## config.mk

```make
export PLATFORM = sky130hd
export DESIGN_NAME = nns_fifo
export DESIGN_NICKNAME = d
export VERILOG_FILES = /design/src/rtl/core/nns_pkg.sv /design/src/rtl/core/nns_fifo.sv
export SDC_FILE = /design/constraint.sdc
export NUM_CORES = 1
export LEC_CHECK = 0
export BUFFER_PORTS_ARGS = -buffer_cell sky130_fd_sc_hd__buf_4
export CAP_MARGIN = 20
export CORE_ASPECT_RATIO = 0.6
export CORE_MARGIN = 2
export CORE_UTILIZATION = 54
export DETAILED_ROUTE_END_ITERATION = 12
export GPL_ROUTABILITY_DRIVEN = 0
export PLACE_DENSITY = 0.77
export SETUP_SLACK_MARGIN = 0.05
export SKIP_CTS_REPAIR_TIMING = 1
export SYNTH_ARGS = -nofsm -noshare
export SYNTH_HDL_FRONTEND = slang
export SYNTH_SLANG_ARGS = --single-unit
export TNS_END_PERCENT = 100
```

## constraint.sdc

```tcl
create_clock -name clk -period 2.6 [get_ports clk]
set_input_delay 0.13 -clock clk [delete_from_list [all_inputs] [get_ports clk]]
set_output_delay 0.13 -clock clk [all_outputs]
set_load 0.005 [all_outputs]
```

## src/rtl/core/nns_pkg.sv

```systemverilog
// nns_pkg: shared types, register indexes and the axis mapping function
// of the nearest-neighbor image scaler. No dependencies.

package nns_pkg;

  localparam int COORD_BITS = 12;
  localparam int CHAN_BITS  = 16;
  localparam int SCALE_BITS = 24;
  localparam int POS_BITS   = COORD_BITS + SCALE_BITS;
  localparam int FRAC_BITS  = 16;
  localparam int BASE_BITS  = POS_BITS - FRAC_BITS;
  localparam int SIZE_BITS  = 8;

  localparam logic [FRAC_BITS-1:0] FRAC_HALF = 16'h8000;

  // queue depth and the count that goes with it
  localparam int QUEUE_DEPTH = 4;
  localparam int QPTR_BITS   = 2;
  localparam int QCNT_BITS   = 3;

  // configuration register indexes
  localparam logic [2:0] REG_SOURCE_WIDTH    = 3'd0;
  localparam logic [2:0] REG_SOURCE_HEIGHT   = 3'd1;
  localparam logic [2:0] REG_TARGET_WIDTH    = 3'd2;
  localparam logic [2:0] REG_TARGET_HEIGHT   = 3'd3;
  localparam logic [2:0] REG_INVERSE_SCALE_X = 3'd4;
  localparam logic [2:0] REG_INVERSE_SCALE_Y = 3'd5;

  // source sizes here are already clamped to the frame store
  typedef struct packed {
    logic [SIZE_BITS-1:0]  src_width;
    logic [SIZE_BITS-1:0]  src_height;
    logic [COORD_BITS-1:0] tgt_width;
    logic [COORD_BITS-1:0] tgt_height;
    logic [SCALE_BITS-1:0] inv_x;
    logic [SCALE_BITS-1:0] inv_y;
  } cfg_t;

  typedef struct packed {
    logic                  is_read;
    logic                  err;
    logic [COORD_BITS-1:0] col;
    logic [COORD_BITS-1:0] row;
    logic [POS_BITS-1:0]   pos_x;
    logic [POS_BITS-1:0]   pos_y;
    logic [CHAN_BITS-1:0]  luma;
    logic [CHAN_BITS-1:0]  cb;
    logic [CHAN_BITS-1:0]  cr;
  } req_t;

  typedef struct packed {
    logic [CHAN_BITS-1:0] luma;
    logic [CHAN_BITS-1:0] cb;
    logic [CHAN_BITS-1:0] cr;
    logic                 status;
  } res_t;

  typedef struct packed {
    logic                 full;
    logic                 empty;
    logic [QCNT_BITS-1:0] count;
  } fifo_stat_t;

  // Q20.16 position to source index: round up past one half unless already on
  // the last index, then clamp to the last index.
  function automatic logic [SIZE_BITS-1:0] map_axis(input logic [POS_BITS-1:0] pos,
                                                    input logic [SIZE_BITS-1:0] size);
    logic [BASE_BITS:0] base;
    logic [BASE_BITS:0] lim;
    base = {1'b0, pos[POS_BITS-1:FRAC_BITS]};
    lim  = (BASE_BITS+1)'(size);
    if (pos[FRAC_BITS-1:0] > FRAC_HALF && (base + 1'b1) < lim) begin
      base = base + 1'b1;
    end
    if (base >= lim) begin
      base = lim - 1'b1;
    end
    return base[SIZE_BITS-1:0];
  endfunction

endpackage

```

## src/rtl/core/nns_fifo.sv

```systemverilog
// nns_fifo: short register queue, QUEUE_DEPTH entries, with full/empty/count.
// Depends on nns_pkg.

module nns_fifo #(
  parameter int WIDTH = 8
) (
  input  logic               clk,
  input  logic               rst,
  input  logic               push,
  input  logic [WIDTH-1:0]   wdata,
  input  logic               pop,
  output logic [WIDTH-1:0]   rdata,
  output nns_pkg::fifo_stat_t stat
);

  import nns_pkg::*;

  logic [WIDTH-1:0]     mem [QUEUE_DEPTH];
  logic [QPTR_BITS-1:0] wr_ptr;
  logic [QPTR_BITS-1:0] rd_ptr;
  logic [QCNT_BITS-1:0] count;
  logic                 do_push;
  logic                 do_pop;

  assign stat.full  = (count == QCNT_BITS'(QUEUE_DEPTH));
  assign stat.empty = (count == '0);
  assign stat.count = count;
  assign do_push    = push && !stat.full;
  assign do_pop     = pop && !stat.empty;
  assign rdata      = mem[rd_ptr];

  always_ff @(posedge clk) begin
    if (rst) begin
      wr_ptr <= '0;
      rd_ptr <= '0;
      count  <= '0;
    end else begin
      if (do_push) begin
        wr_ptr <= wr_ptr + 1'b1;
      end
      if (do_pop) begin
        rd_ptr <= rd_ptr + 1'b1;
      end
      if (do_push && !do_pop) begin
        count <= count + 1'b1;
      end else if (do_pop && !do_push) begin
        count <= count - 1'b1;
      end
    end
  end

  always_ff @(posedge clk) begin
    if (do_push) begin
      mem[wr_ptr] <= wdata;
    end
  end

endmodule

```

==> flow_summary.json, run 1 <==
{
  "total_power_mw": 1.85,
  "post_synth_most_frequent_cells": "edfxtp_1, dfxtp_1, mux4_2",
  "ctsHtreeMaxLevel": 2,
  "rows": 15,
  "setup_viol": 0,
  "ys.flop_type": "edfxtp_1",
  "hpwlAfterDp_um": 1880,
  "fraction_of_the_mapped_netlist_area_in_compound_gates_pct": 2.55,
  "pins_over_slew_limit": 0,
  "cp_cell_sequence": "nor3b_2, nor2_2, ha_1, inv_1, fa_1, xor2_1, or3_1, a21oi_1",
  "rsz0062_at_grt": "false",
  "cts.reportedPaths.clkPinSlew_ns": 0.08,
  "cpPeakStageDelay_ns": 0.51,
  "drt_iter0_drc": 26,
  "yosys.area_share.adder_pct": 5.10,
  "clkSinkCount": 41,
  "worst-slew-pin-transition_ns": 0.535,
  "clock_insertion_delay_worst_skew_ns": 0.29,
  "synth_edf_count": 32,
  "synthesis_warnings": 0,
  "start_kind": "flop",
  "fin_worst_hold_slack_ns": 0.0387,
  "syn2layout_area_growth_pct": 20.2,
  "yosys_cell_types": 21,
  "req_time_crit_path_ns": 2.83,
  "wl_per_cell_um": 16.3,
  "floorplan.core_area_um2": 2870,
  "drt.antenna.violating_nets": 0,
  "vias": 821,
  "fraction_of_synthesized_cell_area_in_xor_and_xnor_cells_pct": 2.16,
  "antenna_found_initial": 0,
  "cp.arrival_ns": 2.42,
  "post-route-min-period_ns": 2.20,
  "buffer_ports.inserted": 24,
  "fin_worst_skew_ns": 0.00556,
  "synth_simple_gate_area_share_pct": 5.71,
  "worst_setup_ep_type": "flop",
  "synth.most_common_cell": "edfxtp_1",
  "die_x_um": 74.7,
  "grt_max_degree": 13,
  "postSynthRegisterBits": 41,
  "maxCapViolCount": 0,
  "final.period_utilization_pct": 84.4,
  "hold_path.class": "input pin to flop",
  "fin_tns_setup_ns": 0,
  "die_y_um": 46.4,
  "drt-total-wl_um": 2620,
  "critical-path-slowest-cell": "dfxtp_1",
  "fmaxAchievable_mhz": 455,
  "worstPathMaxFanout": 7,
  "cts_tree": "done",
  "timing.slew.headroom_pct": 64.3,
  "final-hold-violation-count": 0,
  "vdd_ir_drop_max_uv": 461,
  "floorplan.die_area_um2": 3470,
  "n_antenna_cell": 0,
  "postSynthAreaPerCell_um2": 18.0,
  "avgViaCountPerCell": 5.10,
  "design_area_um2": 1950,
  "num_io_pins": 25,
  "drcViolationCount": 0,
  "final_layout_size_suffix_gt1_share_pct": 34.5,
  "grt_first_pass_wirelength_um": 4000,
  "dpl_cell_area_um2": 1840,
  "largest_family_of_logic_cells_by_synthesized_area": "multiplexers",
  "fillerInstances": 208,
  "net_count_after_synthesis": 108,
  "postSynthCellCount": 90,
  "timing.reg2reg.setup_slack_ns": 0.40,
  "sequential_fraction_of_the_synthesis_area_pct": 70.4,
  "vias_in_the_first_global_route": 803,
  "start_util_pct": 56.4,
  "outcome": "finished clean",
  "post_synth_instance_area_um2": 1620,
  "cts_root_buf": "clkbuf_8",
  "cts-root-to-sink-buffers": 2,
  "ys_async_sr_fraction_pct": 0,
  "yosys-mux-area-fraction_pct": 12.4,
  "firstDrtPassIters": 4,
  "power_density_nw_per_um2": 948,
  "netlist_top_cells_area": "edfxtp_1, dfxtp_1, mux4_2",
  "overflow": 0,
  "buffers_inverters_on_critical_path": 1,
  "post_layout_nets": 136,
  "numCtsBuffers": 5,
  "critical_path_class": "flop to flop",
  "yosys.area.top_type": "edfxtp_1",
  "final_core_occ_pct": 67.8,
  "aggregate_global_route_resource_usage_pct": 17.7,
  "timing.critical_path.max_delay_family": "simple AND/OR/NAND/NOR gates",
  "synth_largest_type_area_fraction_pct": 59.3,
  "leakage_power_nw": 0.714
}
routing by layer:
layer / share of wire (%) / global-route usage (%)
met1: 45 / 22.6
met2: 48 / 26.5
met3: 4.7 / 6.78
met4: 1.6 / 9.64
met5: 0 / 0
path summary, 6_finish.rpt:
kind	start	endpoint	cells after the start
min reg2reg	wr_ptr[1]	wr_ptr[1]	2
max	count[0]	count[2]	8
max reg2reg	count[0]	count[2]	8
min	wdata[4]	mem[0][4]	1
final cells by class:
cell class,instances,area (um^2),share of cell area (%)
Clock inverter,2,33.8,1.74
Multi-Input combinational cell,42,452,23.2
Timing Repair Buffer,24,180,9.25
Clock buffer,6,72.6,3.73
Inverter,4,15.0,0.771
Sequential cell,41,1140,58.6
Tap cell,42,52.6,2.70
placed cells by master, fill, tap and decap left out, types with 2 or more instances in the layout:
cell	netlist	routed
a21oi_1	2	2
and2_1	4	4
buf_4	0	24
clkbuf_8	0	5
dfxtp_1	9	9
edfxtp_1	32	32
ha_1	5	5
inv_1	4	4
mux2i_1	2	2
mux4_2	8	8
nand2b_1	2	2
nor2_1	5	5
o21ai_0	2	2
or3_1	2	2
xor2_1	4	4
where the power goes:
group | internal (mW) | switching (mW)
Sequential | 0.799 | 0.0985
Clock | 0.283 | 0.203
Combinational | 0.282 | 0.181
Total | 1.36 | 0.482
stage by stage:
| step | setup WS (ns) | instances |
|---|---|---|
| 6_report | 0.405 | 161 |
| 4_1_cts | 0.408 | 161 |
| 3_5_place_dp | 0.400 | 153 |
| 5_1_grt | 0.257 | 161 |
| 2_1_floorplan | 0.593 | 90 |
| 3_3_place_gp | 0.539 | 153 |
state kept, by name (all words and copies together) (netlist names), named ones only:
signal  flops
rd_ptr      2
wr_ptr      2
count       3
mem        32
cells by family after synthesis:
kind of cell    Yosys count
buf+inv                   7
mux                      10
simple gates             16
xor+xnor                  4
fa+ha+maj                 6
compound gates            6
flops                    41
No activity file was read; power rests on OpenSTA's default activity.
==> run 2: changes to the inputs <==
- CORE_UTILIZATION: 54 -> 49
- PLACE_DENSITY: 0.77 -> 0.74
- clock period: 2.6 -> 1.9 ns (I/O delays scaled with it)
==> flow_summary.json, run 2 (synthesis gave the netlist of run 1 again) <==
{
  "cts_root_buf": "clkbuf_8",
  "worst_setup_ep_type": "flop",
  "numCtsBuffers": 5,
  "power_frac_comb_pct": 31.6,
  "leakage_power_nw": 0.767,
  "p_clk_share_pct": 21.3,
  "pins_over_slew_limit": 0,
  "buffers_inverters_on_critical_path": 1,
  "design_area_um2": 2060,
  "critical_path_class": "flop to flop",
  "clkSinkCount": 41,
  "power_density_nw_per_um2": 1240,
  "drt_iter0_drc": 46,
  "post-route-min-period_ns": 1.90,
  "fin_worst_hold_slack_ns": 0.00836,
  "n_antenna_cell": 0,
  "timing.critical_path.max_delay_family": "simple AND/OR/NAND/NOR gates",
  "buffer_ports.inserted": 24,
  "antenna_found_initial": 0,
  "avgViaCountPerCell": 5.08,
  "max_flop_register": "mem",
  "cts.reportedPaths.clkPinSlew_ns": 0.08,
  "cts_tree": "done",
  "layout_top_registers": "mem: 32 flops, count: 3 flops",
  "internal_power_mw": 1.83,
  "ctsHtreeMaxLevel": 2,
  "vdd_ir_drop_max_uv": 643,
  "floorplan.core_area_um2": 3200,
  "die_x_um": 78.2,
  "firstDrtPassIters": 4,
  "final-hold-violation-count": 0,
  "aggregate_global_route_resource_usage_pct": 16.3,
  "num_io_pins": 25,
  "outcome": "finished, violations left",
  "switchingPower_uw": 727,
  "preCtsSetupSlack_ns": -0.00997,
  "floorplan.die_area_um2": 3800,
  "post_layout_nets": 149,
  "req_time_crit_path_ns": 2.12,
  "cpPeakStageDelay_ns": 0.38,
  "maxCapViolCount": 0,
  "die_y_um": 48.5,
  "rows": 16,
  "cp_cell_sequence": "nor3b_4, nor2_2, ha_2, inv_1, fa_2, xor2_1, or3_1, a21oi_1",
  "rsz0062_at_grt": "true",
  "layout_setup_ws_ns": -0.00101,
  "start_util_pct": 50.6,
  "cts-root-to-sink-buffers": 2,
  "clock_insertion_delay_worst_skew_ns": 0.29,
  "cp.arrival_ns": 2.13,
  "fin_worst_skew_ns": 0.00938,
  "hpwlAfterDp_um": 1950,
  "setup_viol": 1,
  "syn2layout_area_growth_pct": 27.4,
  "overflow": 0,
  "vias_in_the_first_global_route": 887,
  "dpl_cell_area_um2": 1900,
  "hold_path.class": "input pin to flop",
  "violations_in_the_final_reports": "negative setup slack",
  "drt.antenna.violating_nets": 0,
  "seqPwrFrac_pct": 47.1,
  "drcViolationCount": 0,
  "largest_register_ffs": 32,
  "grt_max_degree": 14,
  "grt_first_pass_wirelength_um": 4330,
  "mostFrequentLayoutCell": "buf_4",
  "vias": 900,
  "timing.slew.headroom_pct": 68.7,
  "critical-path-slowest-cell": "dfxtp_4",
  "final_core_occ_pct": 64.5,
  "wl_per_cell_um": 16.2,
  "start_kind": "flop",
  "layout_common_cells": "buf_4, edfxtp_1, mux4_2",
  "drt-total-wl_um": 2860,
  "worstPathMaxFanout": 6,
  "final_layout_size_suffix_gt1_share_pct": 43.2,
  "fmaxAchievable_mhz": 526,
  "p_sw_share_pct": 28.5,
  "final.period_utilization_pct": 100,
  "fin_tns_setup_ns": -0.00101,
  "worst-slew-pin-transition_ns": 0.469
}
-- run 2: layer usage --
layer	global-route usage (%)	routed length, um
met3	4.48	139
met5	0	0
met2	25.4	1460
met1	20.6	1200
met4	9.65	61
-- run 2: per-stage QoR --
stage          power (mW)  cells
6_report             2.56    177
5_1_grt              2.68    177
4_1_cts              2.53    169
2_1_floorplan        1.62     90
3_5_place_dp         1.98    161
3_3_place_gp         1.94    161
-- run 2: power groups by stage --
stage          logic [mW]  clock network (mW)  registers [mW]
3_5_place_dp        0.763                   0            1.22
2_1_floorplan       0.430                   0            1.19
5_1_grt             0.873               0.591            1.22
6_report            0.807               0.545            1.20
3_3_place_gp        0.732                   0            1.21
4_1_cts             0.766               0.560            1.20
-- run 2: worst paths after layout --
check              end  depth (start not counted)  startpoint  slack [ns]
max           count[2]                          8    count[2]      -0.001
min reg2reg  wr_ptr[1]                          2   wr_ptr[1]        0.53
max reg2reg   count[2]                          8    count[2]      -0.001
min          mem[2][7]                          1    wdata[7]       0.008
-- run 2: cell type report --
type / instances / area, um^2
Sequential cell: 41 / 1150
Fill cell: 244 / 1140
Multi-Input combinational cell: 42 / 472
Timing Repair Buffer: 37 / 288
Clock buffer: 5 / 68.8
Tap cell: 45 / 56.3
Clock inverter: 3 / 17.5
Inverter: 4 / 15.0
==> run 3: changes to the inputs <==
- CORE_UTILIZATION: 49 -> 54
- HOLD_SLACK_MARGIN: not set -> 0.08
- PLACE_DENSITY: 0.74 -> 0.77
- clock period: 1.9 -> 2.05 ns (I/O delays scaled with it)
==> flow_summary.json, run 3 (synthesis gave the netlist of run 1 again) <==
{
  "maxCapViolCount": 0,
  "rows": 15,
  "max_flop_register": "mem",
  "buffer_ports.inserted": 24,
  "final_layout_size_suffix_gt1_share_pct": 39.7,
  "design_area_um2": 2070,
  "post_layout_nets": 148,
  "clkSinkCount": 41,
  "drt_iter0_drc": 50,
  "firstDrtPassIters": 4,
  "cp.arrival_ns": 2.14,
  "pins_over_slew_limit": 0,
  "r2r_cells": 7,
  "die_y_um": 46.4,
  "vias_in_the_first_global_route": 800,
  "timing.reg2reg.setup_slack_ns": 0.13,
  "min_path_cells": 4,
  "vias": 872,
  "hold_path.class": "input pin to flop",
  "floorplan.die_area_um2": 3470,
  "grt_max_degree": 14,
  "power_density_nw_per_um2": 1110,
  "layout_common_cells": "edfxtp_1, buf_4, dlygate4sd3_1",
  "grt_first_pass_wirelength_um": 3710,
  "worstPathMaxFanout": 7,
  "layout_setup_ws_ns": 0.132,
  "setup_viol": 0,
  "final.period_utilization_pct": 93.6,
  "hpwlAfterDp_um": 1750,
  "die_x_um": 74.7,
  "overflow": 0,
  "wl_per_cell_um": 15.2,
  "drcViolationCount": 0,
  "outcome": "finished clean",
  "worstSetupStartpoint": "count[2]",
  "vdd_ir_drop_max_uv": 636,
  "cts-root-to-sink-buffers": 2,
  "worst_setup_ep_type": "flop",
  "worst-slew-pin-transition_ns": 0.519,
  "final-hold-violation-count": 0,
  "layout_top_registers": "mem: 32 flops, count: 3 flops",
  "rsz0062_at_grt": "true",
  "drt-total-wl_um": 2620,
  "num_io_pins": 25,
  "critical_path_class": "flop to flop",
  "fmaxAchievable_mhz": 521,
  "n_antenna_cell": 0,
  "cts_root_buf": "clkbuf_8",
  "largest_register_ffs": 32,
  "syn2layout_area_growth_pct": 27.9,
  "floorplan.core_area_um2": 2870,
  "mostFrequentLayoutCell": "edfxtp_1",
  "fin_tns_setup_ns": 0,
  "leakage_power_nw": 0.759,
  "start_util_pct": 56.4,
  "reg_to_reg_end": "count[2]",
  "drt.antenna.violating_nets": 0,
  "reg2reg_from": "count[2]",
  "worst_hold_startpoint": "pop",
  "timing.slew.headroom_pct": 65.3,
  "ctsHtreeMaxLevel": 2,
  "post-route-min-period_ns": 1.92,
  "critPathCapture": "count[2]",
  "avgViaCountPerCell": 5.04,
  "preCtsSetupSlack_ns": 0.0831,
  "cts_tree": "done",
  "req_time_crit_path_ns": 2.27,
  "dpl_cell_area_um2": 1860,
  "antenna_found_initial": 0,
  "clock_insertion_delay_worst_skew_ns": 0.29,
  "aggregate_global_route_resource_usage_pct": 16.5,
  "start_kind": "flop",
  "fin_worst_skew_ns": 0.00385,
  "cts.reportedPaths.clkPinSlew_ns": 0.08,
  "numCtsBuffers": 5
}
run 3: cell count changes in the layout (fill, tap and decap cells not counted), sizes merged:
| cell | previous run | this run |
|---|---|---|
| dlygate4sd3 | 4 | 9 |
| buf | 33 | 27 |
run 3: layer usage:
metal | up-vias | global-route usage [%] | share of wire [%]
met4 | 0 | 9.64 | 2.0
li1 | 417 | - | -
met1 | 434 | 21.4 | 47
met3 | 6 | 5.91 | 3.1
met2 | 15 | 24.2 | 47
met5 | - | 0 | 0
run 3: layout make-up:
class                           count  area [um^2]
Tap cell                           42         52.6
Fill cell                         179          800
Clock inverter                      3         17.5
Multi-Input combinational cell     42          475
Inverter                            4         15.0
Clock buffer                        5         68.8
Timing Repair Buffer               36          293
Sequential cell                    41         1150
run 3: critical path: stages (launching register included):
cell and delay [ns]:
dfxtp_4 0.38, o31ai_4 0.26, ha_2 0.23, inv_1 0.05, fa_2 0.33, xor2_1 0.15, or3_1 0.35, a21oi_2 0.11
run 3: through the flow:
step	cells	hold slack, ns	util [%]	total power, mW
final	173	0.194	72.2	2.30
after CTS	163	0.00774	67.7	2.25
after global routing	173	0.205	72.2	2.43
after floorplan	90	0.201	-	1.48
after detailed placement	155	0.310	64.7	1.75
after global placement	155	0.303	64.7	1.73
run 3: power breakdown:
group          internal [mW]  switching [mW]
logic                  0.398           0.243
registers               1.02           0.130
clock network          0.235           0.270
run 3: how the worst min path moves through the flow:
stage                 to  slack, ns
5_1_grt             flop       0.20
2_1_floorplan  mem[0][0]       0.20
3_3_place_gp   mem[3][1]       0.30
4_1_cts        mem[0][0]      0.008
3_5_place_dp   mem[0][3]       0.31
6_report            flop       0.19
