[src/rtl/core/nns_pkg.sv]
// nns_pkg: shared types, register indexes and the axis mapping function
// of the nearest-neighbor image scaler. No dependencies.

package nns_pkg;

  localparam int COORD_BITS = 12;
  localparam int CHAN_BITS  = 16;
  localparam int SCALE_BITS = 24;
  localparam int POS_BITS   = COORD_BITS + SCALE_BITS;
  localparam int FRAC_BITS  = 16;
  localparam int BASE_BITS  = POS_BITS - FRAC_BITS;
  localparam int SIZE_BITS  = 8;

  localparam logic [FRAC_BITS-1:0] FRAC_HALF = 16'h8000;

  // queue depth and the count that goes with it
  localparam int QUEUE_DEPTH = 4;
  localparam int QPTR_BITS   = 2;
  localparam int QCNT_BITS   = 3;

  // configuration register indexes
  localparam logic [2:0] REG_SOURCE_WIDTH    = 3'd0;
  localparam logic [2:0] REG_SOURCE_HEIGHT   = 3'd1;
  localparam logic [2:0] REG_TARGET_WIDTH    = 3'd2;
  localparam logic [2:0] REG_TARGET_HEIGHT   = 3'd3;
  localparam logic [2:0] REG_INVERSE_SCALE_X = 3'd4;
  localparam logic [2:0] REG_INVERSE_SCALE_Y = 3'd5;

  // source sizes here are already clamped to the frame store
  typedef struct packed {
    logic [SIZE_BITS-1:0]  src_width;
    logic [SIZE_BITS-1:0]  src_height;
    logic [COORD_BITS-1:0] tgt_width;
    logic [COORD_BITS-1:0] tgt_height;
    logic [SCALE_BITS-1:0] inv_x;
    logic [SCALE_BITS-1:0] inv_y;
  } cfg_t;

  typedef struct packed {
    logic                  is_read;
    logic                  err;
    logic [COORD_BITS-1:0] col;
    logic [COORD_BITS-1:0] row;
    logic [POS_BITS-1:0]   pos_x;
    logic [POS_BITS-1:0]   pos_y;
    logic [CHAN_BITS-1:0]  luma;
    logic [CHAN_BITS-1:0]  cb;
    logic [CHAN_BITS-1:0]  cr;
  } req_t;

  typedef struct packed {
    logic [CHAN_BITS-1:0] luma;
    logic [CHAN_BITS-1:0] cb;
    logic [CHAN_BITS-1:0] cr;
    logic                 status;
  } res_t;

  typedef struct packed {
    logic                 full;
    logic                 empty;
    logic [QCNT_BITS-1:0] count;
  } fifo_stat_t;

  // Q20.16 position to source index: round up past one half unless already on
  // the last index, then clamp to the last index.
  function automatic logic [SIZE_BITS-1:0] map_axis(input logic [POS_BITS-1:0] pos,
                                                    input logic [SIZE_BITS-1:0] size);
    logic [BASE_BITS:0] base;
    logic [BASE_BITS:0] lim;
    base = {1'b0, pos[POS_BITS-1:FRAC_BITS]};
    lim  = (BASE_BITS+1)'(size);
    if (pos[FRAC_BITS-1:0] > FRAC_HALF && (base + 1'b1) < lim) begin
      base = base + 1'b1;
    end
    if (base >= lim) begin
      base = lim - 1'b1;
    end
    return base[SIZE_BITS-1:0];
  endfunction

endpackage

[src/rtl/core/nns_front.sv]
// nns_front: input beat acceptance, range check and the two coordinate
// products; its request goes straight into the middle queue. Depends on nns_pkg.

module nns_front (
  input  nns_pkg::cfg_t  cfg,
  input  logic           in_valid,
  output logic           in_ready,
  input  logic           func,
  input  logic [11:0]    column,
  input  logic [11:0]    line,
  input  logic [15:0]    luma_in,
  input  logic [15:0]    cb_in,
  input  logic [15:0]    cr_in,
  input  logic           queue_full,
  output logic           push,
  output nns_pkg::req_t  req
);

  import nns_pkg::*;

  logic wr_err;
  logic rd_err;

  assign in_ready = !queue_full;
  assign push     = in_valid && !queue_full;

  assign wr_err = (column >= COORD_BITS'(cfg.src_width)) ||
                  (line >= COORD_BITS'(cfg.src_height));
  assign rd_err = (cfg.src_width == '0) || (cfg.src_height == '0) ||
                  (column >= cfg.tgt_width) || (line >= cfg.tgt_height);

  always_comb begin
    req.is_read = func;
    req.err     = func ? rd_err : wr_err;
    req.col     = column;
    req.row     = line;
    req.pos_x   = POS_BITS'(column) * POS_BITS'(cfg.inv_x);
    req.pos_y   = POS_BITS'(line) * POS_BITS'(cfg.inv_y);
    req.luma    = luma_in;
    req.cb      = cb_in;
    req.cr      = cr_in;
  end

endmodule

[config.mk]
export PLATFORM = sky130hd
export DESIGN_NAME = nns_front
export DESIGN_NICKNAME = d
export VERILOG_FILES = /design/src/rtl/core/nns_pkg.sv /design/src/rtl/core/nns_front.sv
export SDC_FILE = /design/constraint.sdc
export NUM_CORES = 1
export LEC_CHECK = 0
export BUFFER_PORTS_ARGS = -buffer_cell sky130_fd_sc_hd__buf_2
export CAP_MARGIN = 20
export CORE_ASPECT_RATIO = 0.8
export CORE_MARGIN = 2
export CORE_UTILIZATION = 55
export DETAILED_ROUTE_END_ITERATION = 8
export GPL_ROUTABILITY_DRIVEN = 0
export GPL_TIMING_DRIVEN = 0
export PLACE_DENSITY = 0.78
export SLEW_MARGIN = 20
export SYNTH_ARGS = -nofsm -noshare
export SYNTH_HDL_FRONTEND = slang
export SYNTH_SLANG_ARGS = --single-unit
[constraint.sdc]
create_clock -name vclk -period 13.5
set_input_delay 0.675 -clock vclk [all_inputs]
set_output_delay 0.675 -clock vclk [all_outputs]
set_load 0.05 [all_outputs]
==> results of run 1 <==
[how the worst max path moves through the flow]
| stage | from | slack [ps] | end | cells after the start |
|---|---|---|---|---|
| after floorplan | column[6] | 6580 | req[117] | 19 |
| final | line[6] | 5390 | req[77] | 20 |
| after global placement | line[7] | 5760 | req[77] | 20 |
| after CTS | line[6] | 5720 | req[77] | 20 |
| after detailed placement | line[6] | 5740 | req[77] | 20 |
| after global routing | line[7] | 5150 | req[76] | 20 |
[area by class of cell]
cell class / instances / area (sq um)
inverters: 545 / 2050
well taps: 472 / 591
diodes: 4 / 10.0
repair buffers: 263 / 1320
fillers: 3091 / 13400
plain buffers: 183 / 980
multi-input cells: 1667 / 16600
[cells by family after synthesis]
group / count (synthesis)
AO/OA/AOI/OAI: 218
XOR/XNOR: 57
adder cells (fa/ha/maj): 628
buffers and inverters: 728
multiplexers: 2
AND/OR/NAND/NOR: 762
[placed cells by master (no fill, tap or decap), types with 13 or more instances in the layout]
master / instances
sky130_fd_sc_hd__inv_1: 545
sky130_fd_sc_hd__nand2_1: 455
sky130_fd_sc_hd__fa_1: 440
sky130_fd_sc_hd__buf_2: 266
sky130_fd_sc_hd__ha_1: 188
sky130_fd_sc_hd__and2_1: 171
sky130_fd_sc_hd__clkbuf_1: 103
sky130_fd_sc_hd__buf_4: 77
sky130_fd_sc_hd__a21oi_1: 66
sky130_fd_sc_hd__nor2_1: 41
sky130_fd_sc_hd__xnor2_1: 39
sky130_fd_sc_hd__o21ai_0: 29
sky130_fd_sc_hd__a21o_1: 28
sky130_fd_sc_hd__xor2_1: 18
sky130_fd_sc_hd__nand3_1: 16
sky130_fd_sc_hd__o21a_1: 14
sky130_fd_sc_hd__nand4_1: 13
[metrics by stage]
stage	setup slack (ps)	instances	cell area, sq um	hold slack, ps
finish	5390	3134	21600	1650
global route	5150	3134	21600	1650
CTS	5720	3130	21600	1650
detailed placement	5740	3130	21600	1650
global placement	5760	3130	21600	1650
floorplan	6580	2395	19700	1520
[layer usage]
metal,track usage (%),vias up
li1,-,7619
met1,42.7,8474
met2,49.5,857
met3,6.10,134
met4,10.0,2
met5,0,-
==> impl_summary.txt, run 1 <==
----------------------------------------------------
[Critical path]
  Cell-by-cell listing of the critical path ... buf_2 -> clkbuf_1 -> nand2_1 -> fa_1 -> inv_1 -> fa_1 -> fa_1 -> fa_1 -> inv_1 -> fa_1 -> inv_1 -> ha_1 -> a21oi_1 -> o21ai_0 -> a211oi_1 -> o211ai_1 -> a211oi_2 -> o21ai_0 -> xor2_1 -> buf_2
  Type of origin of the critical path ... input pin
  Crit-path leading delay family ... adder cells
  Slowest cell on the critical path ... sky130_fd_sc_hd__fa_1
  Crit-path most repeated cell ... sky130_fd_sc_hd__fa_1
  Maximum fanout count along the critical path ... 10
  Worst endpoint required time ... 12820 ps
  Maximum cell stage delay along the critical path ... 570 ps
  Critical Setup Path Class ... in -> out
  Category of the worst setup path capture point ... primary output
  Endpoint arrival time on the critical path ... 7440 ps
  Number of buffers and inverters on the critical path ... 6

[Yosys]
  Portion of synthesized cell area occupied by the leading cell type ... 44.8%
  Largest cells by area after synthesis ... sky130_fd_sc_hd__fa_1 (45%), sky130_fd_sc_hd__ha_1 (12%), sky130_fd_sc_hd__inv_1 (10%)
  Combinational family with the most area after synthesis ... adder cells
  Share of the synthesized netlist area taken by xor and xnor gates ... 2.54%
  Netlist cell types ... 61
  Syn Std Cell Area ... 0.0197 sq mm
  Synthesized netlist cell count ... 2395
  Most area-hungry cell type in the Yosys netlist ... sky130_fd_sc_hd__fa_1
  Post-synthesis net count ... 3186
  Post-synthesis adder-cell area fraction ... 56.7%
  Mean area per synthesized cell ... 8.21 sq um
  Sequential-to-total area share from yosys stat ... 0%
  Top-count cell post-synth ... sky130_fd_sc_hd__inv_1
  Mux contribution to synthesized area ... 0.102%
  List of most frequent post-synthesis cells ... sky130_fd_sc_hd__inv_1 (545), sky130_fd_sc_hd__nand2_1 (455), sky130_fd_sc_hd__fa_1 (440)
  Simple-gate share of the synthesized area ... 17.8%
  Synthesized-area fraction occupied by ao, oa, aoi and oai cells ... 7.42%
  Total number of yosys warnings ... 0

[Detailed routing]
  First-pass DRT Iterations ... 6
  Initial DRC Count ... 1406
  Met1 WL ... 23.3 mm
  Met2 wirelength from detailed routing ... 25.7 mm
  # DRC ... 0
  Wire length per cell after detailed routing ... 18.2 um
  Via density ... 5.45
  Detail Route Antenna Nets ... 0
  Vias post-DR ... 17100
  Wire length on met3 ... 5.96 mm
  Uppermost routed layer ... met5
  Final wirelength ... 57.0 mm

[Min path]
  Destination of the worst hold path ... req[3]
  Hold crit path type ... in -> out
  Critical hold path startpoint ... cr_in[3]
  Hold Path Depth ... 2

[Floorplanning]
  Area of the core ... 0.0350 sq mm
  Die outline width ... 215 um
  IO Count ... 311
  Starting utilization of the core area ... 56.2%
  Total number of placement rows ... 61
  Die Span Y ... 173 um
  DIE AREA ... 0.0373 sq mm

[Run]
  Reported max-cap violation count ... 0

[STA]
  Final Max Tran Viols ... 0
  Number of setup violations in the final report ... 0
  Crit share post-route ... 60.1%
  Hold Vio Cnt, Final ... 0
  Worst slew pin tran ... 1060 ps
  Crit path time final ... 8110 ps
  Slew HR ... 29.1%
  Setup TNS Final ... 0 ps
  Unrepaired setup endpoints after global routing ... false
  Maximum frequency from static timing analysis ... 123 MHz

[Global routing]
  Vias in the first global route ... 17900
  Number of antenna violations at the first check in global routing ... 5
  First-pass GRT wire length ... 91.7 mm
  Maximum number of pins on one net before global-route repair ... 11
  Total global routing overflow ... 0
  Global-route usage over all layers ... 31.0%

[Final layout]
  Relative area change from synthesis to final layout ... 9.74%
  Layout clock buffers ... 0
  Footprint of the flip-flops and latches ... 0 sq um
  Layout cells sized above 1 ... 13.5%
  FF+latch count ... 0
  Finished Core Util ... 61.6%
  Final net count ... 3451

[Clocking]
  Post-CTS setup repair buffer count ... 0
  Post-cts resize count ... 0
  Hold Buf Count CTS ... 0

[Place]
  HPWL reported at the end of detailed placement ... 49.3 mm
  Input/output buffers ... 263

[Status]
  Run status ... completed

----------------------------------------------------
Power of run 1 is not shown: default switching activity piles up to over one toggle a cycle in this logic, so the estimate is an artifact.
==> run 2, diff against run 1 <==
--- a/config.mk
+++ b/config.mk
@@ -5,6 +5,7 @@
 export SDC_FILE = /design/constraint.sdc
 export NUM_CORES = 1
 export LEC_CHECK = 0
+export ABC_AREA = 1
 export BUFFER_PORTS_ARGS = -buffer_cell sky130_fd_sc_hd__buf_2
 export CAP_MARGIN = 20
 export CORE_ASPECT_RATIO = 0.8
@@ -13,7 +14,7 @@
 export DETAILED_ROUTE_END_ITERATION = 8
 export GPL_ROUTABILITY_DRIVEN = 0
 export GPL_TIMING_DRIVEN = 0
-export PLACE_DENSITY = 0.78
+export PLACE_DENSITY = 0.77
 export SLEW_MARGIN = 20
 export SYNTH_ARGS = -nofsm -noshare
 export SYNTH_HDL_FRONTEND = slang
==> constraint.sdc (replaced) <==
create_clock -name vclk -period 7.7
set_input_delay 0.385 -clock vclk [all_inputs]
set_output_delay 0.385 -clock vclk [all_outputs]
set_load 0.05 [all_outputs]
==> run 2 against run 1 <==
  * Synthesized cell count rose by 28%
  * Sequential share of layout area did not move
  * First-iteration DRC count rose by 3.5%
  * Critical path type unchanged
  * Critical endpoint is now req[100]
==> impl_summary.txt, run 2 <==
----------------------------------------------------
[Global routing]
  Maximum number of pins on one net before global-route repair ... 11 (unchanged)
  First-pass GRT wire length ... 93.5 mm (was 91.7 mm)
  Number of antenna violations at the first check in global routing ... 2 (was 5)
  Global-route usage over all layers ... 29.2% (was 31.0%)
  Vias in the first global route ... 19000 (was 17900)
  Total global routing overflow ... 0 (unchanged)

[Floorplanning]
  Area of the core ... 0.0381 sq mm (was 0.0350 sq mm)
  IO Count ... 311 (unchanged)
  Die Span Y ... 179 um (was 173 um)
  Total number of placement rows ... 64 (was 61)
  DIE AREA ... 0.0401 sq mm (was 0.0373 sq mm)
  Die outline width ... 223 um (was 215 um)
  Starting utilization of the core area ... 55.5% (was 56.2%)

[STA]
  Final Max Tran Viols ... 0 (unchanged)
  Crit path time final ... 6760 ps
  Worst slew pin tran ... 904 ps (was 1060 ps)
  Setup TNS Final ... 0 ps (unchanged)
  Crit share post-route ... 87.8%
  Number of setup violations in the final report ... 0 (unchanged)
  Slew HR ... 39.8% (was 29.1%)
  Hold Vio Cnt, Final ... 0 (unchanged)
  Unrepaired setup endpoints after global routing ... false (unchanged)
  Maximum frequency from static timing analysis ... 148 MHz

[Critical path]
  Critical Setup Path Class ... in -> out (unchanged)
  Type of origin of the critical path ... input pin (unchanged)
  Worst endpoint required time ... 7320 ps (was 12820 ps)
  Endpoint arrival time on the critical path ... 6370 ps (was 7440 ps)
  Maximum fanout count along the critical path ... 10 (unchanged)
  Category of the worst setup path capture point ... primary output (unchanged)

[Final layout]
  Footprint of the flip-flops and latches ... 0 sq um (unchanged)
  Layout cells sized above 1 ... 11.2% (was 13.5%)
  Final net count ... 4113 (was 3451)
  Highest-count cells in the layout ignoring fill and taps ... sky130_fd_sc_hd__nand2_1 (1021), sky130_fd_sc_hd__inv_1 (894), sky130_fd_sc_hd__fa_1 (440), sky130_fd_sc_hd__buf_2 (261), sky130_fd_sc_hd__ha_1 (188) (was sky130_fd_sc_hd__inv_1 (545), sky130_fd_sc_hd__nand2_1 (455), sky130_fd_sc_hd__fa_1 (440), sky130_fd_sc_hd__buf_2 (266), sky130_fd_sc_hd__ha_1 (188))
  Layout clock buffers ... 0 (unchanged)
  FF+latch count ... 0 (unchanged)
  Most common cell after layout, fill and taps aside ... sky130_fd_sc_hd__nand2_1 (was sky130_fd_sc_hd__inv_1)
  Relative area change from synthesis to final layout ... 9.13% (was 9.74%)

[Yosys]
  Post-synthesis net count ... 3850 (was 3186)
  List of most frequent post-synthesis cells ... sky130_fd_sc_hd__nand2_1 (1021), sky130_fd_sc_hd__inv_1 (894), sky130_fd_sc_hd__fa_1 (440) (was sky130_fd_sc_hd__inv_1 (545), sky130_fd_sc_hd__nand2_1 (455), sky130_fd_sc_hd__fa_1 (440))
  Syn Std Cell Area ... 0.0212 sq mm (was 0.0197 sq mm)
  Most area-hungry cell type in the Yosys netlist ... sky130_fd_sc_hd__fa_1 (unchanged)
  Total number of yosys warnings ... 0 (unchanged)
  Netlist cell types ... 30 (was 61)
  Portion of synthesized cell area occupied by the leading cell type ... 41.6% (was 44.8%)
  Largest cells by area after synthesis ... sky130_fd_sc_hd__fa_1 (42%), sky130_fd_sc_hd__nand2_1 (18%), sky130_fd_sc_hd__inv_1 (16%) (was sky130_fd_sc_hd__fa_1 (45%), sky130_fd_sc_hd__ha_1 (12%), sky130_fd_sc_hd__inv_1 (10%))
  Synthesized netlist cell count ... 3059 (was 2395)
  Mean area per synthesized cell ... 6.91 sq um (was 8.21 sq um)
  Top-count cell post-synth ... sky130_fd_sc_hd__nand2_1 (was sky130_fd_sc_hd__inv_1)
  Sequential-to-total area share from yosys stat ... 0% (unchanged)

[Place]
  HPWL reported at the end of detailed placement ... 49.5 mm (was 49.3 mm)
  Input/output buffers ... 261 (was 263)

[Detailed routing]
  First-pass DRT Iterations ... 6 (unchanged)
  Initial DRC Count ... 1455 (was 1406)
  Detail Route Antenna Nets ... 0 (unchanged)
  Via density ... 4.93 (was 5.45)
  # DRC ... 0 (unchanged)
  Wire length per cell after detailed routing ... 14.6 um (was 18.2 um)
  Final wirelength ... 55.8 mm (was 57.0 mm)
  Vias post-DR ... 18800 (was 17100)

[Clocking]
  Hold Buf Count CTS ... 0 (unchanged)
  Post-cts resize count ... 0 (unchanged)
  Post-CTS setup repair buffer count ... 0 (unchanged)

[Run]
  Reported max-cap violation count ... 0 (unchanged)

[Min path]
  Critical hold path startpoint ... cr_in[13] (was cr_in[3])
  Destination of the worst hold path ... req[13] (was req[3])
  Hold crit path type ... in -> out (unchanged)
  Hold Path Depth ... 2 (unchanged)

[Status]
  Run status ... completed (unchanged)

----------------------------------------------------
-- run 2: cell types whose count changed after synthesis, moves of 11 or more --
cell / previous run / this run
sky130_fd_sc_hd__nor2_1: 41 / 110
sky130_fd_sc_hd__o21ai_0: 29 / 1
sky130_fd_sc_hd__xor2_1: 18 / 29
sky130_fd_sc_hd__inv_1: 545 / 894
sky130_fd_sc_hd__nand2_1: 455 / 1021
sky130_fd_sc_hd__nand3_1: 16 / 59
sky130_fd_sc_hd__a21oi_1: 66 / 52
sky130_fd_sc_hd__a21o_1: 28 / 3
sky130_fd_sc_hd__and2_1: 171 / 3
sky130_fd_sc_hd__xnor2_1: 39 / 7
sky130_fd_sc_hd__nand2_2: 1 / 17
sky130_fd_sc_hd__a211oi_1: 11 / 0
-- run 2: metal layers --
layer | global-route usage [%] | part of all wire [%] | routed length [um]
met5 | 3.23 | 0.35 | 195
met4 | 5.09 | 2.0 | 1140
met3 | 9.10 | 14 | 7660
met2 | 45.4 | 42 | 23400
met1 | 40.6 | 42 | 23400
-- run 2: worst max-delay path, cell delays in order --
cell                       delay [ps]
sky130_fd_sc_hd__buf_2            120
sky130_fd_sc_hd__clkbuf_1         610
sky130_fd_sc_hd__clkbuf_1         620
sky130_fd_sc_hd__nand2_1          160
sky130_fd_sc_hd__fa_1             510
sky130_fd_sc_hd__inv_1             50
sky130_fd_sc_hd__fa_1             560
sky130_fd_sc_hd__fa_1             450
sky130_fd_sc_hd__fa_1             490
sky130_fd_sc_hd__inv_1             50
sky130_fd_sc_hd__fa_1             480
sky130_fd_sc_hd__inv_1             50
sky130_fd_sc_hd__ha_1             370
sky130_fd_sc_hd__nand2_2          100
sky130_fd_sc_hd__nor2_1           260
sky130_fd_sc_hd__nand3_1          140
sky130_fd_sc_hd__nand3_1          270
sky130_fd_sc_hd__xor2_1           340
sky130_fd_sc_hd__buf_2            330
-- run 2: how the worst max path moves through the flow --
stage                          from        to
after global placement    column[8]  req[106]
after detailed placement  column[8]  req[106]
after floorplan           column[8]  req[106]
after global routing      column[8]  req[108]
after CTS                 column[8]  req[106]
final                     column[8]  req[100]
-- run 2: cell families (layout without fill, tap and decap cells) --
kind of cell    after synthesis  after routing  share of synthesized area [%]
simple gates               1245           1245                           23.3
compound gates               76             76                           2.10
xor+xnor                     36             36                           1.49
buf+inv                    1074           1335                           20.4
fa+ha+maj                   628            628                           52.8
other cells                   0              2                              0
-- run 2: per-stage QoR --
step	setup WS [ps]	instance area [sq um]	hold slack, ps	utilization [%]	instances
2_1_floorplan	2170	21200	937	-	3059
3_3_place_gp	1100	23100	1070	60.5	3815
3_5_place_dp	1100	23100	1070	60.5	3815
4_1_cts	1090	23100	1070	60.5	3815
5_1_grt	712	23100	1070	60.6	3816
6_report	941	23100	1070	60.6	3817
-- run 2: final cells by class --
type | count | area, sq um
multi-input cells | 1985 | 16800
fillers | 3622 | 15000
plain buffers | 179 | 946
diodes | 2 | 5.00
inverters | 895 | 3360
repair buffers | 261 | 1310
well taps | 495 | 619
Power of run 2 is left out for the same reason.
==> run 3, diff against run 2 <==
--- a/config.mk
+++ b/config.mk
@@ -5,16 +5,18 @@
 export SDC_FILE = /design/constraint.sdc
 export NUM_CORES = 1
 export LEC_CHECK = 0
-export ABC_AREA = 1
+export ABC_AREA = 0
 export BUFFER_PORTS_ARGS = -buffer_cell sky130_fd_sc_hd__buf_2
 export CAP_MARGIN = 20
+export CELL_PAD_IN_SITES_DETAIL_PLACEMENT = 1
+export CELL_PAD_IN_SITES_GLOBAL_PLACEMENT = 1
 export CORE_ASPECT_RATIO = 0.8
 export CORE_MARGIN = 2
-export CORE_UTILIZATION = 55
+export CORE_UTILIZATION = 45
 export DETAILED_ROUTE_END_ITERATION = 8
 export GPL_ROUTABILITY_DRIVEN = 0
 export GPL_TIMING_DRIVEN = 0
-export PLACE_DENSITY = 0.77
+export PLACE_DENSITY_LB_ADDON = 0.1
 export SLEW_MARGIN = 20
 export SYNTH_ARGS = -nofsm -noshare
 export SYNTH_HDL_FRONTEND = slang
==> run 3 against run 2 <==
  * Global-route usage down 0.86 points
  * First-iteration DRC count down 43%
  * Maximum frequency down 11%
  * Critical endpoint is now req[114]
  * Highest routed layer unchanged
==> impl_summary.txt, run 3 (synthesized netlist as in run 1, its figures left out) <==
----------------------------------------------------
[Detailed routing]
  Vias post-DR ... 16800 (was 18800)
  Wire length per cell after detailed routing ... 19.6 um (was 14.6 um)
  Via density ... 5.20 (was 4.93)
  # DRC ... 0 (unchanged)
  Final wirelength ... 63.0 mm (was 55.8 mm)
  Initial DRC Count ... 824 (was 1455)
  Detail Route Antenna Nets ... 0 (unchanged)
  First-pass DRT Iterations ... 6 (unchanged)

[Place]
  HPWL reported at the end of detailed placement ... 55.2 mm (was 49.5 mm)
  Input/output buffers ... 263 (was 261)

[Min path]
  Critical hold path startpoint ... cb_in[14] (was cr_in[13])
  Hold crit path type ... in -> out (unchanged)

[Clocking]
  Hold Buf Count CTS ... 0 (unchanged)

[STA]
  Maximum frequency from static timing analysis ... 132 MHz (was 148 MHz)
  Final Max Tran Viols ... 0 (unchanged)
  Slew HR ... 29.6% (was 39.8%)
  Setup TNS Final ... 0 ps (unchanged)
  Unrepaired setup endpoints after global routing ... false (unchanged)
  Crit share post-route ... 98.3% (was 87.8%)
  Worst slew pin tran ... 1050 ps (was 904 ps)
  Number of setup violations in the final report ... 0 (unchanged)
  Crit path time final ... 7570 ps (was 6760 ps)
  Hold Vio Cnt, Final ... 0 (unchanged)

[Run]
  Reported max-cap violation count ... 0 (unchanged)

[Critical path]
  Endpoint arrival time on the critical path ... 7190 ps (was 6370 ps)
  Worst endpoint required time ... 7320 ps (about the same)
  Timing startpoint of the critical path ... column[3] (was column[8])
  Critical Setup Path Class ... in -> out (unchanged)
  Maximum fanout count along the critical path ... 10 (unchanged)
  Type of origin of the critical path ... input pin (unchanged)
  Category of the worst setup path capture point ... primary output (unchanged)

[Floorplanning]
  IO Count ... 311 (unchanged)
  Total number of placement rows ... 68 (was 64)
  Die Span Y ... 191 um (was 179 um)
  DIE AREA ... 0.0454 sq mm (was 0.0401 sq mm)
  Die outline width ... 238 um (was 223 um)
  Starting utilization of the core area ... 45.6% (was 55.5%)
  Area of the core ... 0.0431 sq mm (was 0.0381 sq mm)

[Final layout]
  FF+latch count ... 0 (unchanged)
  Relative area change from synthesis to final layout ... 10.3% (was 9.13%)
  Highest-count cells in the layout ignoring fill and taps ... sky130_fd_sc_hd__inv_1 (545), sky130_fd_sc_hd__nand2_1 (455), sky130_fd_sc_hd__fa_1 (440), sky130_fd_sc_hd__buf_2 (266), sky130_fd_sc_hd__ha_1 (188) (was sky130_fd_sc_hd__nand2_1 (1021), sky130_fd_sc_hd__inv_1 (894), sky130_fd_sc_hd__fa_1 (440), sky130_fd_sc_hd__buf_2 (261), sky130_fd_sc_hd__ha_1 (188))
  Layout cells sized above 1 ... 13.6% (was 11.2%)
  Footprint of the flip-flops and latches ... 0 sq um (unchanged)
  Filler Cell Count ... 5419 (was 3622)
  Final net count ... 3451 (was 4113)
  Layout clock buffers ... 0 (unchanged)
  Most common cell after layout, fill and taps aside ... sky130_fd_sc_hd__inv_1 (was sky130_fd_sc_hd__nand2_1)

[Status]
  Run status ... completed (unchanged)

[Global routing]
  Global-route usage over all layers ... 28.4% (was 29.2%)
  Number of antenna violations at the first check in global routing ... 10 (was 2)
  Vias in the first global route ... 18400 (was 19000)
  Maximum number of pins on one net before global-route repair ... 11 (unchanged)
  First-pass GRT wire length ... 100 mm (was 93.5 mm)
  Total global routing overflow ... 0 (unchanged)

----------------------------------------------------
==> run 3: changes by cell type in the layout (fill, tap and decap cells not counted), sizes merged, moves of 11 or more <==
| cell | change |
|---|---|
| nor2 | -74 |
| and3 | +11 |
| o21ai | +28 |
| xor2 | -11 |
| a211oi | +12 |
| a21o | +25 |
| inv | -350 |
| and2 | +168 |
| xnor2 | +32 |
| nand2 | -582 |
| nand3 | -46 |
| a21oi | +13 |
==> run 3: worst paths after layout <==
check / to / slack (ps) / cells after the start
max: req[114] / 130 / 20
min: req[30] / 1070 / 2
==> run 3: repair_timing <==
action | in CTS | in global routing
setup buffers | 0 | 0
resized for setup | 0 | 8
endpoints found under the hold margin | 0 | 0
endpoints found under the setup margin | 0 | 5
==> run 3: routing by layer <==
metal | share of wire (%) | global-route usage [%] | vias to the layer above | routed length (um)
li1 | - | - | 7629 | -
met1 | 45 | 40.0 | 8597 | 28200
met5 | 0.021 | 0 | - | 13
met3 | 8.3 | 5.95 | 56 | 5260
met4 | 1.3 | 3.53 | 2 | 803
met2 | 46 | 46.3 | 482 | 28700
==> run 3: layout make-up <==
type | count | area [sq um] | share of cell area (%)
Multi-Input combinational cell | 1667 | 16600 | 76.7
Inverter | 545 | 2050 | 9.42
Timing Repair Buffer | 263 | 1320 | 6.06
Buffer | 183 | 983 | 4.53
Tap cell | 560 | 701 | 3.23
Antenna cell | 5 | 12.5 | 0.0576
==> run 3: metrics by stage <==
stage | std cells | instance area, sq um | hold slack, ps | setup slack (ps) | util [%]
2_1_floorplan | 2395 | 19700 | 937 | 1360 | -
3_3_place_gp | 3218 | 21700 | 1070 | 272 | 50.3
3_5_place_dp | 3218 | 21700 | 1070 | 300 | 50.3
4_1_cts | 3218 | 21700 | 1070 | 277 | 50.3
5_1_grt | 3220 | 21700 | 1070 | 9.54 | 50.3
6_report | 3223 | 21700 | 1070 | 127 | 50.3
==> run 3: worst max-delay path, stage by stage <==
cell                       delay (ps)
sky130_fd_sc_hd__buf_2            310
sky130_fd_sc_hd__clkbuf_1         640
sky130_fd_sc_hd__nand2_1          210
sky130_fd_sc_hd__fa_1             580
sky130_fd_sc_hd__inv_1             50
sky130_fd_sc_hd__fa_1             490
sky130_fd_sc_hd__inv_1             50
sky130_fd_sc_hd__fa_1             580
sky130_fd_sc_hd__fa_1             440
sky130_fd_sc_hd__fa_1             500
sky130_fd_sc_hd__inv_1             50
sky130_fd_sc_hd__ha_1             330
sky130_fd_sc_hd__and3_1           220
sky130_fd_sc_hd__and4_2           240
sky130_fd_sc_hd__o21a_1           150
sky130_fd_sc_hd__o31ai_1          880
sky130_fd_sc_hd__o211ai_1         310
sky130_fd_sc_hd__a21oi_1          240
sky130_fd_sc_hd__xnor2_1          180
sky130_fd_sc_hd__buf_2            310
Power of run 3 is left out for the same reason.
